[src/rtl/bm3_pkg.sv]
// Package with the shared constants, register codes and types of the 3x3 morphology block.
package bm3_pkg;

  localparam int PIX_W       = 8;
  localparam int CFG_IDX_W   = 2;
  localparam int CFG_DATA_W  = 13;
  localparam int WIDTH_REG_W = 11;
  localparam int HEIGHT_W    = 13;
  localparam int ROW_W       = 12;
  localparam int MASK_W      = 9;
  localparam int MAX_HEIGHT  = 4096;
  localparam int SLOT_W      = 2;
  localparam int SLOTS       = 4;

  localparam logic [WIDTH_REG_W-1:0] WIDTH_RESET  = 11'd640;
  localparam logic [HEIGHT_W-1:0]    HEIGHT_RESET = 13'd480;
  localparam logic [MASK_W-1:0]      MASK_RESET   = 9'h1FF;
  localparam logic [PIX_W-1:0]       PIX_FULL     = 8'hFF;

  typedef enum logic [CFG_IDX_W-1:0] {
    REG_FRAME_WIDTH  = 2'd0,
    REG_FRAME_HEIGHT = 2'd1,
    REG_OP_MODE      = 2'd2,
    REG_STRUCT_MASK  = 2'd3
  } cfg_reg_t;

  typedef struct packed {
    logic [SLOT_W-1:0] row_slot;
    logic              top_ok;
    logic              bot_ok;
    logic              left_ok;
    logic              right_ok;
    logic              last;
    logic              mode;
    logic [MASK_W-1:0] mask;
  } centre_t;

  function automatic logic [PIX_W-1:0] target_pix(input logic mode);
    return mode ? PIX_FULL : '0;
  endfunction

endpackage

[src/rtl/bm3_if.sv]
// Interfaces of the pixel input, result output and configuration write channels.
interface bm3_in_if;
  logic                         valid;
  logic                         ready;
  logic [bm3_pkg::PIX_W-1:0]    pixel_in;
  logic                         drain;
  modport source (output valid, output pixel_in, output drain, input ready);
  modport sink (input valid, input pixel_in, input drain, output ready);
endinterface


interface bm3_cfg_if;
  logic                            valid;
  logic                            ready;
  logic [bm3_pkg::CFG_IDX_W-1:0]   index;
  logic [bm3_pkg::CFG_DATA_W-1:0]  data;
  modport source (output valid, output index, output data, input ready);
  modport sink (input valid, input index, input data, output ready);
endinterface

[src/rtl/bm3_ctrl.sv]
// Configuration registers, raster counters and result scheduling of the morphology block.
module bm3_ctrl #(
  parameter int MAX_WIDTH = 1024,
  localparam int COL_W = $clog2(MAX_WIDTH)
) (
  input  logic                         clk,
  input  logic                         rst_n,
  bm3_in_if.sink                       in_bus,
  bm3_cfg_if.sink                      cfg_bus,
  input  logic                         win_ready,
  output logic                         emit,
  output bm3_pkg::centre_t             centre,
  output logic                         wr_en,
  output logic [bm3_pkg::SLOT_W-1:0]   wr_slot,
  output logic [COL_W-1:0]             wr_col,
  output logic                         wr_flag,
  output logic [COL_W-1:0]             rd_col
);

  localparam int WID_W   = $clog2(MAX_WIDTH + 1);
  localparam int PRIME_W = $clog2(MAX_WIDTH + 2);
  localparam int ROW_W   = bm3_pkg::ROW_W;
  localparam int HGT_W   = bm3_pkg::HEIGHT_W;

  logic [bm3_pkg::WIDTH_REG_W-1:0] cfg_width_r;
  logic [HGT_W-1:0]                cfg_height_r;
  logic                            cfg_mode_r;
  logic [bm3_pkg::MASK_W-1:0]      cfg_mask_r;

  logic [WID_W-1:0]                cur_w_r;
  logic [HGT_W-1:0]                cur_h_r;
  logic                            cur_mode_r;
  logic [bm3_pkg::MASK_W-1:0]      cur_mask_r;

  logic                            active_r, active_nxt;
  logic                            done_r, done_nxt;
  logic [COL_W-1:0]                in_col_r, in_col_nxt;
  logic [ROW_W-1:0]                in_row_r, in_row_nxt;
  logic [COL_W-1:0]                out_col_r, out_col_nxt;
  logic [ROW_W-1:0]                out_row_r, out_row_nxt;
  logic [PRIME_W-1:0]              prime_r, prime_nxt;

  logic [31:0]                     w32, h32;
  logic [WID_W-1:0]                sat_w, eff_w, w_m1;
  logic [HGT_W-1:0]                sat_h, eff_h, h_m1;
  logic                            eff_mode;
  logic [bm3_pkg::MASK_W-1:0]      eff_mask;
  logic                            accept, is_pix;
  logic                            in_last_col, in_last, prime_full;
  logic                            out_last_col, out_last_row, frame_last;

  assign cfg_bus.ready = 1'b1;
  assign in_bus.ready  = win_ready;
  assign accept        = in_bus.valid && in_bus.ready;

  always_ff @(posedge clk) begin
    if (!rst_n) begin
      cfg_width_r  <= bm3_pkg::WIDTH_RESET;
      cfg_height_r <= bm3_pkg::HEIGHT_RESET;
      cfg_mode_r   <= 1'b0;
      cfg_mask_r   <= bm3_pkg::MASK_RESET;
    end else if (cfg_bus.valid && cfg_bus.ready) begin
      unique case (bm3_pkg::cfg_reg_t'(cfg_bus.index))
        bm3_pkg::REG_FRAME_WIDTH: begin
          cfg_width_r <= cfg_bus.data[bm3_pkg::WIDTH_REG_W-1:0];
        end
        bm3_pkg::REG_FRAME_HEIGHT: begin
          cfg_height_r <= cfg_bus.data[HGT_W-1:0];
        end
        bm3_pkg::REG_OP_MODE: begin
          cfg_mode_r <= cfg_bus.data[0];
        end
        bm3_pkg::REG_STRUCT_MASK: begin
          cfg_mask_r <= cfg_bus.data[bm3_pkg::MASK_W-1:0];
        end
        default: begin
        end
      endcase
    end
  end

  // The geometry is clamped to the supported range and frozen for the whole frame.
  always_comb begin
    w32 = 32'(cfg_width_r);
    h32 = 32'(cfg_height_r);
    if (w32 == 32'd0) begin
      sat_w = WID_W'(1);
    end else if (w32 > 32'(MAX_WIDTH)) begin
      sat_w = WID_W'(MAX_WIDTH);
    end else begin
      sat_w = WID_W'(w32);
    end
    if (h32 == 32'd0) begin
      sat_h = HGT_W'(1);
    end else if (h32 > 32'(bm3_pkg::MAX_HEIGHT)) begin
      sat_h = HGT_W'(bm3_pkg::MAX_HEIGHT);
    end else begin
      sat_h = HGT_W'(h32);
    end
  end

  assign eff_w    = active_r ? cur_w_r : sat_w;
  assign eff_h    = active_r ? cur_h_r : sat_h;
  assign eff_mode = active_r ? cur_mode_r : cfg_mode_r;
  assign eff_mask = active_r ? cur_mask_r : cfg_mask_r;
  assign w_m1     = eff_w - WID_W'(1);
  assign h_m1     = eff_h - HGT_W'(1);

  always_ff @(posedge clk) begin
    if (accept) begin
      cur_w_r    <= eff_w;
      cur_h_r    <= eff_h;
      cur_mode_r <= eff_mode;
      cur_mask_r <= eff_mask;
    end
  end

  assign is_pix       = !in_bus.drain && !done_r;
  assign in_last_col  = WID_W'(in_col_r) == w_m1;
  assign in_last      = in_last_col && (HGT_W'(in_row_r) == h_m1);
  assign prime_full   = prime_r >= (PRIME_W'(eff_w) + PRIME_W'(1));
  assign out_last_col = WID_W'(out_col_r) == w_m1;
  assign out_last_row = HGT_W'(out_row_r) == h_m1;
  assign frame_last   = out_last_col && out_last_row;

  // A result is due once the pixel below and to the right of its centre has arrived.
  assign emit = accept && (is_pix ? (in_last || prime_full) : done_r);

  always_comb begin
    active_nxt  = active_r;
    done_nxt    = done_r;
    in_col_nxt  = in_col_r;
    in_row_nxt  = in_row_r;
    out_col_nxt = out_col_r;
    out_row_nxt = out_row_r;
    prime_nxt   = prime_r;
    if (accept && is_pix) begin
      active_nxt = 1'b1;
      if (in_last_col) begin
        in_col_nxt = '0;
        in_row_nxt = in_row_r + 1'b1;
      end else begin
        in_col_nxt = in_col_r + 1'b1;
      end
      if (!prime_full) begin
        prime_nxt = prime_r + 1'b1;
      end
      if (in_last) begin
        done_nxt = 1'b1;
      end
    end
    if (emit) begin
      if (frame_last) begin
        active_nxt  = 1'b0;
        done_nxt    = 1'b0;
        in_col_nxt  = '0;
        in_row_nxt  = '0;
        out_col_nxt = '0;
        out_row_nxt = '0;
        prime_nxt   = '0;
      end else if (out_last_col) begin
        out_col_nxt = '0;
        out_row_nxt = out_row_r + 1'b1;
      end else begin
        out_col_nxt = out_col_r + 1'b1;
      end
    end
  end

  always_ff @(posedge clk) begin
    if (!rst_n) begin
      active_r  <= 1'b0;
      done_r    <= 1'b0;
      in_col_r  <= '0;
      in_row_r  <= '0;
      out_col_r <= '0;
      out_row_r <= '0;
      prime_r   <= '0;
    end else begin
      active_r  <= active_nxt;
      done_r    <= done_nxt;
      in_col_r  <= in_col_nxt;
      in_row_r  <= in_row_nxt;
      out_col_r <= out_col_nxt;
      out_row_r <= out_row_nxt;
      prime_r   <= prime_nxt;
    end
  end

  assign wr_en   = accept && is_pix;
  assign wr_slot = in_row_r[bm3_pkg::SLOT_W-1:0];
  assign wr_col  = in_col_r;
  assign wr_flag = in_bus.pixel_in == bm3_pkg::target_pix(eff_mode);

  // At the end of a row the next row's first column is fetched instead.
  assign rd_col = out_last_col ? '0 : out_col_r + 1'b1;

  always_comb begin
    centre.row_slot = out_row_r[bm3_pkg::SLOT_W-1:0];
    centre.top_ok   = out_row_r != '0;
    centre.bot_ok   = !out_last_row;
    centre.left_ok  = out_col_r != '0;
    centre.right_ok = !out_last_col;
    centre.last     = frame_last;
    centre.mode     = eff_mode;
    centre.mask     = eff_mask;
  end

endmodule

[src/flat_wrapper.sv]
// flat-port wrapper written by rule: the top's interface ports become plain ports
module bm3_ctrl_flat 
#(
  parameter int MAX_WIDTH = 1024,
  localparam int COL_W = $clog2(MAX_WIDTH)
)
  (clk, rst_n, win_ready, emit, centre, wr_en, wr_slot, wr_col, wr_flag, rd_col, in_bus_valid, in_bus_pixel_in, in_bus_drain, in_bus_ready, cfg_bus_valid, cfg_bus_index, cfg_bus_data, cfg_bus_ready);
  bm3_in_if in_bus_i ();
  bm3_cfg_if cfg_bus_i ();
  input  logic clk;
  input  logic rst_n;
  input  logic win_ready;
  output logic emit;
  output bm3_pkg::centre_t centre;
  output logic wr_en;
  output logic [bm3_pkg::SLOT_W-1:0] wr_slot;
  output logic [COL_W-1:0] wr_col;
  output logic wr_flag;
  output logic [COL_W-1:0] rd_col;
  input wire logic [$bits(in_bus_i.valid)-1:0] in_bus_valid;
  input wire logic [$bits(in_bus_i.pixel_in)-1:0] in_bus_pixel_in;
  input wire logic [$bits(in_bus_i.drain)-1:0] in_bus_drain;
  output wire logic [$bits(in_bus_i.ready)-1:0] in_bus_ready;
  input wire logic [$bits(cfg_bus_i.valid)-1:0] cfg_bus_valid;
  input wire logic [$bits(cfg_bus_i.index)-1:0] cfg_bus_index;
  input wire logic [$bits(cfg_bus_i.data)-1:0] cfg_bus_data;
  output wire logic [$bits(cfg_bus_i.ready)-1:0] cfg_bus_ready;
  assign in_bus_i.valid = in_bus_valid;
  assign in_bus_i.pixel_in = in_bus_pixel_in;
  assign in_bus_i.drain = in_bus_drain;
  assign in_bus_ready = in_bus_i.ready;
  assign cfg_bus_i.valid = cfg_bus_valid;
  assign cfg_bus_i.index = cfg_bus_index;
  assign cfg_bus_i.data = cfg_bus_data;
  assign cfg_bus_ready = cfg_bus_i.ready;
  bm3_ctrl #(.MAX_WIDTH(MAX_WIDTH)) u_core (.clk(clk), .rst_n(rst_n), .in_bus(in_bus_i), .cfg_bus(cfg_bus_i), .win_ready(win_ready), .emit(emit), .centre(centre), .wr_en(wr_en), .wr_slot(wr_slot), .wr_col(wr_col), .wr_flag(wr_flag), .rd_col(rd_col));
endmodule
[config.mk]
export PLATFORM = sky130hd
export DESIGN_NAME = bm3_ctrl_flat
export DESIGN_NICKNAME = d
export VERILOG_FILES = /design/src/rtl/bm3_pkg.sv /design/src/rtl/bm3_if.sv /design/src/rtl/bm3_ctrl.sv /design/src/flat_wrapper.sv
export SDC_FILE = /design/constraint.sdc
export NUM_CORES = 1
export LEC_CHECK = 0
export BUFFER_PORTS_ARGS = -buffer_cell sky130_fd_sc_hd__buf_2
export CAP_MARGIN = 0
export CORE_MARGIN = 1
export CORE_UTILIZATION = 48
export CTS_CLUSTER_SIZE = 8
export DETAILED_ROUTE_END_ITERATION = 8
export GPL_ROUTABILITY_DRIVEN = 1
export PLACE_DENSITY_LB_ADDON = 0.12
export RECOVER_POWER = 100
export REMOVE_ABC_BUFFERS = 1
export SLEW_MARGIN = 10
export SYNTH_ARGS = -nofsm -noshare
export SYNTH_HDL_FRONTEND = slang
export SYNTH_SLANG_ARGS = --single-unit
[constraint.sdc]
create_clock -name clk -period 5.3 [get_ports clk]
set_clock_uncertainty 0.2 [all_clocks]
set_input_delay 0.53 -clock clk [delete_from_list [all_inputs] [get_ports clk]]
set_output_delay 0.53 -clock clk [all_outputs]
set_load 0.1 [all_outputs]
* Word level (Yosys, flattened, before mapping)
Cells that the tools add are included. W data, S select, Z words.
Storage, ports and cells: input port bits 29, bits in registers 125
Cells by class: magnitude comparators 3, reductions and logical operators 22, muxes and demuxes 33, add/sub/neg operators 8, equality and inequality tests 8
Operators by type and width (number):
- $mux W11 | 7
- $mux W12 | 6
- $mux W10 | 6
- $mux W13 | 3
- $eq A12 B13 Y1 | 2
- $add A12 B1 Y12 const B | 2
- $add A11 B1 Y11 const B | 2
- $eq A10 B11 Y1 | 2
- $add A10 B1 Y10 const B | 2
- $gt A13 B13 Y1 const B | 1
- $logic_not A13 Y1 | 1
- $sub A13 B1 Y13 const B | 1
- $reduce_bool A12 Y1 | 1
- $ge A11 B11 Y1 | 1
- $gt A11 B11 Y1 const B | 1
- $logic_not A11 Y1 | 1
- $sub A11 B1 Y11 const B | 1
- $reduce_and A2 Y1 | 5
- $reduce_bool A10 Y1 | 1
- $mux W1 | 9
- $mux W9 | 1
- $eq A8 B8 Y1 | 1
- $mux W8 | 1
- $logic_and A1 B1 Y1 | 6
- other kinds (6) | 10

* Depth between registers and ports, before layout
word-level depth 11, depth in mapped cells 22

* Worst setup path after synthesis
No wires, ideal clock.
path type register to output, start point register u_core.active_r, end point output port centre[10] (netlist bit), buffers on the path 5, setup slack 755 ps, stages on the path, launching flop included 16, required time 4570 ps, data arrival time 3815 ps, path through dfxtp_1 > buf_6 > buf_2 > buf_2 > buf_1 > o21a_1 > ha_1 > nand3_1 > nor2_4 > xnor3_1 > a2111oi_4 > o211ai_2 > nor4_4 > inv_2 > nor2_1 > buf_4
On the way: word-level cells in the longest chain between the ends 4, elaborated cells on any way between the ends 7
RTL lines:
- from (decl) | RTL line bm3_ctrl.sv:35 | logic active_r, active_nxt;
- from (signal assigned) | RTL line bm3_ctrl.sv:180 | active_r <= active_nxt;
- $mux W13 / $mux W11 (equally long branches) | RTL line bm3_ctrl.sv:103, bm3_ctrl.sv:102
- $sub A13 B1 Y13 / $sub A11 B1 Y11 (equally long branches) | RTL line bm3_ctrl.sv:107, bm3_ctrl.sv:106
- $eq A12 B13 Y1 / $eq A10 B11 Y1 (equally long branches) | RTL line bm3_ctrl.sv:123, bm3_ctrl.sv:122
- $logic_and A1 B1 Y1 (*) | RTL line bm3_ctrl.sv:124 | assign frame_last = out_last_col && out_last_row;
- to (decl) | RTL line flat_wrapper.sv:14 | output bm3_pkg::centre_t centre;
Every way passes the cells marked *; elsewhere a longest branch is shown, timed or not.

* Final worst setup path
start point register u_core.cfg_width_r[10] (netlist bit), end point output port emit
On the way: word-level cells in the longest chain between the ends 10, elaborated cells on any way between the ends 13
RTL lines:
- from (decl) | RTL line bm3_ctrl.sv:25 | logic [bm3_pkg::WIDTH_REG_W-1:0] cfg_width_r;
- from (signal assigned) | RTL line bm3_ctrl.sv:58 | cfg_width_r <= bm3_pkg::WIDTH_RESET;
- from (signal assigned) | RTL line bm3_ctrl.sv:65 | cfg_width_r <= cfg_bus.data[bm3_pkg::WIDTH_REG_W-1:0];
- $gt A11 B11 Y1 | RTL line bm3_ctrl.sv:88 | end else if (w32 > 32'(MAX_WIDTH)) begin
- $mux W11 | RTL line bm3_ctrl.sv:88
- $mux W11 (*) | RTL line bm3_ctrl.sv:86 | if (w32 == 32'd0) begin
- $mux W11 (*) | RTL line bm3_ctrl.sv:102 | assign eff_w = active_r ? cur_w_r : sat_w;
- named net u_core.eff_w[4] | RTL line bm3_ctrl.sv:44 | logic [WID_W-1:0] sat_w, eff_w, w_m1;
- branches (longest 3 deep; another with $add A11 B1 Y11)
- $logic_or A1 B1 Y1 (*) | RTL line bm3_ctrl.sv:127 | assign emit = accept && (is_pix ? (in_last || prime_full) : done_r);
- $mux W1 (*) | RTL line bm3_ctrl.sv:127
- $logic_and A1 B1 Y1 (*) | RTL line bm3_ctrl.sv:127
- to (decl) | RTL line flat_wrapper.sv:13 | output logic emit;
Mark *: on every way through the listed nets, which the timed path passes.

==> run summary <==
CTS tree: yes
DR vias/cell: 5.54
Die H: 130 um
Sink Count: 125
RSZ-0062 raised after global routing: false
Status: finished with violations
Netlist cell types: 76
Crit path DAT: 4290 ps
H-tree level count: 4
Total power: 2.49 mW
Switch share: 0.272
Pwr per Cell Area: 282 nW/um^2
Port bufs: 71
CTS Buf Count: 17
Violations in the final reports: capacitance limit, slew limit
Psw: 678 uW
Drt total wl: 20100 um
Wirelength per Cell: 16.9 um
Die width: 130 um
Post-Syn Area per Cell: 8.70 um^2
GPL Wtd Cong: 0.881
Total number of vias: 6580
Hold Fails Final Rpt: 0
Register area share after synthesis: 0.361
Clock root cell: clkbuf_16
Die area: 16900 um^2
Flops & latches, synth: 125
Largest net degree at the start of global routing: 36
Worst skew pair latency: 420 ps
I/O pin cnt: 73
Initial Util: 0.494
Clk pwr share: 0.437
Comb pwr share: 0.150
Grt total ovfl: 0
Worst-path maximum fanout: 15
Post-CTS Hold Fix Bufs: 0
Buffer depth of the longest clock path: 2
Worst Setup SP: u_core.cfg_width_r[10]
Highest clock rate: 199 MHz
Leakage: 3.34 nW
Design internal power: 1.81 mW
Pre-CTS WS: 231 ps
Worst EP required: 4570 ps
GRT Overall Usage: 0.248
Fillcell total: 1538
Area delta synth->final: 12.2%
Crit Reg-Reg Startpoint: u_core.active_r
Area of the multi-input gates: 4560 um^2
Tmin final: 5020 ps
Worst Max-Slew Pin Slew: 2140 ps
FF/Latch Area: 2840 um^2
Cell depth of the worst flop-to-flop path: 15
Worst setup margin: 277 ps
Post-Layout Inst Area: 8830 um^2
Main synth FF type: dfxtp_1
Crit share post-route: 0.948
Worst R2R End: u_core.prime_r[6]
Synth Instances: 905
End point of the critical path: emit
ANT cells: 0
Iteration-0 DRC count of the detailed router: 426
Layout cell share with drive strength beyond 1: 0.142
Post-Syn Area: 7870 um^2
Final setup fails: 0
Critical path class: reg2out
Core box area: 15900 um^2
HP Class: in2reg
Startpoint types: flop
Detailed placement HPWL: 14800 um
Crit. End Element: output port
Std-Cell Rows: 46
Register share of total power: 0.413
Initial antenna violation count: 0
Slew HR: -0.427
First-pass GRT wire length: 32200 um
Antenna viol nets, final: 0
Final #Nets: 1009
Placement-stage cell area: 8300 um^2
Reg-to-reg slack, setup: 650 ps
DRC viols: 0
Ys Warns: 0
DR pass1 iterations: 6
Post-synth EDFFs: 34
Maximum vdd ir drop: 254 uV
Via count of the first global-routing pass: 6068
Final-report max-slew violation count: 71
Reg clk slew, reported paths: 60 ps
Ys async rst share: 0
Max-cap viol count: 2
layout make-up:
| cell class | count | area share |
|---|---|---|
| clock buffer | 25 | 0.0585 |
| clock inverter | 6 | 0.00368 |
| inverter | 49 | 0.0208 |
| multi-input combinational | 679 | 0.516 |
| sequential | 125 | 0.322 |
| tap | 216 | 0.0306 |
| timing repair buffer | 87 | 0.0484 |
logic make-up after synthesis:
| kind of cell | count (synthesis) | synth area share |
|---|---|---|
| AND/OR/NAND/NOR | 401 | 0.274 |
| AO/OA/AOI/OAI | 149 | 0.126 |
| flip-flops | 125 | 0.361 |
| buffers and inverters | 102 | 0.0622 |
| XOR/XNOR | 91 | 0.122 |
| adder cells (fa/ha/maj) | 21 | 0.0334 |
| multiplexers | 15 | 0.0205 |
| other | 1 | 0.000476 |
sequential cells by signal (all words and copies together), names as in the netlist, 9 cells and up:
signal,count
u_core.cfg_height_r,13
u_core.cur_h_r,13
u_core.in_row_r,12
u_core.out_row_r,12
u_core.cfg_width_r,11
u_core.cur_w_r,11
u_core.prime_r,11
u_core.out_col_r,10
u_core.wr_col,10
u_core.cfg_mask_r,9
u_core.cur_mask_r,9
worst max-delay path: stages, from the launching register on:
cell and delay, ps:
dfxtp_1 440, or3b_2 540, and2_1 230, inv_1 120, nand4_1 150, or3_1 350, nor3_1 230, xnor2_1 170
ha_1 270, nand2_1 70, a21oi_1 60, o31ai_1 80, nand2_1 100, a31oi_1 300, o21bai_2 160, a21oi_4 280
inv_2 60, clkbuf_4 280
synth_stat cells, types with 7 or more instances:
cell | count | area [um^2]
nand2_1 | 129 | 484
dfxtp_1 | 91 | 1820
nor2_1 | 61 | 229
xnor2_1 | 55 | 482
a21oi_1 | 52 | 260
inv_1 | 42 | 158
nand3_1 | 37 | 185
o21ai_0 | 35 | 175
edfxtp_1 | 34 | 1020
nand4_1 | 31 | 194
nor3_1 | 26 | 130
xor2_1 | 24 | 210
and3_1 | 21 | 131
ha_1 | 21 | 263
clkbuf_1 | 20 | 75.1
buf_2 | 13 | 65.1
and2_1 | 11 | 68.8
nor4_1 | 11 | 68.8
xnor3_1 | 11 | 248
buf_4 | 10 | 75.1
o21a_1 | 10 | 75.1
mux2_2 | 9 | 101
nor3b_1 | 8 | 60.1
a21oi_2 | 7 | 61.3
buf_6 | 7 | 78.8
nor3_2 | 7 | 70.1
layout by cell type, fill, tap and decap left out, drive strengths merged, types with 4 or more instances in the layout:
master     n
or3        5
o2111ai    5
mux2       9
clkbuf    60
nor3b      9
nor4      15
edfxtp    34
o31ai      5
nand4     31
o21a      10
ha        21
nand4b     4
nor3      33
dfxtp     91
nand2    129
o211ai     6
buf       52
and2      11
nor2b      6
inv       48
xor2      24
xnor2     55
a21oi     61
and3      21
nand3     38
xnor3     11
clkinv     7
or3b      10
o21ai     35
nor2      68
nand2b     5
mux2i      6
power groups by stage:
stage          sequential (mW)  combinational, mW  clock [mW]
6_report                  1.03              0.373        1.09
5_1_grt                   1.03              0.405        1.15
4_1_cts                   1.03              0.376        1.10
3_3_place_gp              1.05              0.371           0
2_1_floorplan             1.05              0.276           0
3_5_place_dp              1.05              0.373           0
routing by layer:
layer | track usage | vias to the layer above | wire length [um] | share of wire
met1 | 0.365 | 3081 | 10200 | 0.51
met5 | 0 | - | 0 | 0
met4 | 0.0718 | 0 | 255 | 0.013
met2 | 0.364 | 186 | 8570 | 0.43
met3 | 0.0484 | 19 | 1110 | 0.055
li1 | - | 3294 | - | -
through the flow:
| step | hold slack [ps] | util | TNS (ps) | std cells |
|---|---|---|---|---|
| global placement | 254 | 0.520 | 0 | 1153 |
| detailed placement | 255 | 0.520 | 0 | 1153 |
| CTS | 147 | 0.555 | 0 | 1184 |
| global route | 151 | 0.554 | 0 | 1187 |
| finish | 153 | 0.554 | 0 | 1187 |
| floorplan | 235 | - | -42730 | 852 |
repair_timing:
| action | 4_1_cts | 5_1_grt |
|---|---|---|
| resized for setup | 1 | 2 |
| setup endpoints to repair | 1 | 1 |
| buffers inserted | 0 | 2 |
| pin swaps | 0 | 1 |
| cloned | 0 | 1 |
how the worst min path moves through the flow:
stage / start / to / cells past startpoint
floorplan: u_core.cfg_mask_r[0] / u_core.cfg_mask_r[0] / 2
CTS: cfg_bus_data[12] / u_core.cfg_height_r[12] / 3
finish: cfg_bus_data[12] / u_core.cfg_height_r[12] / 3
global placement: u_core.cfg_mask_r[0] / u_core.cfg_mask_r[0] / 2
global route: cfg_bus_data[12] / u_core.cfg_height_r[12] / 3
detailed placement: u_core.cfg_mask_r[0] / u_core.cfg_mask_r[0] / 2
No activity file was read; power rests on OpenSTA's default activity.
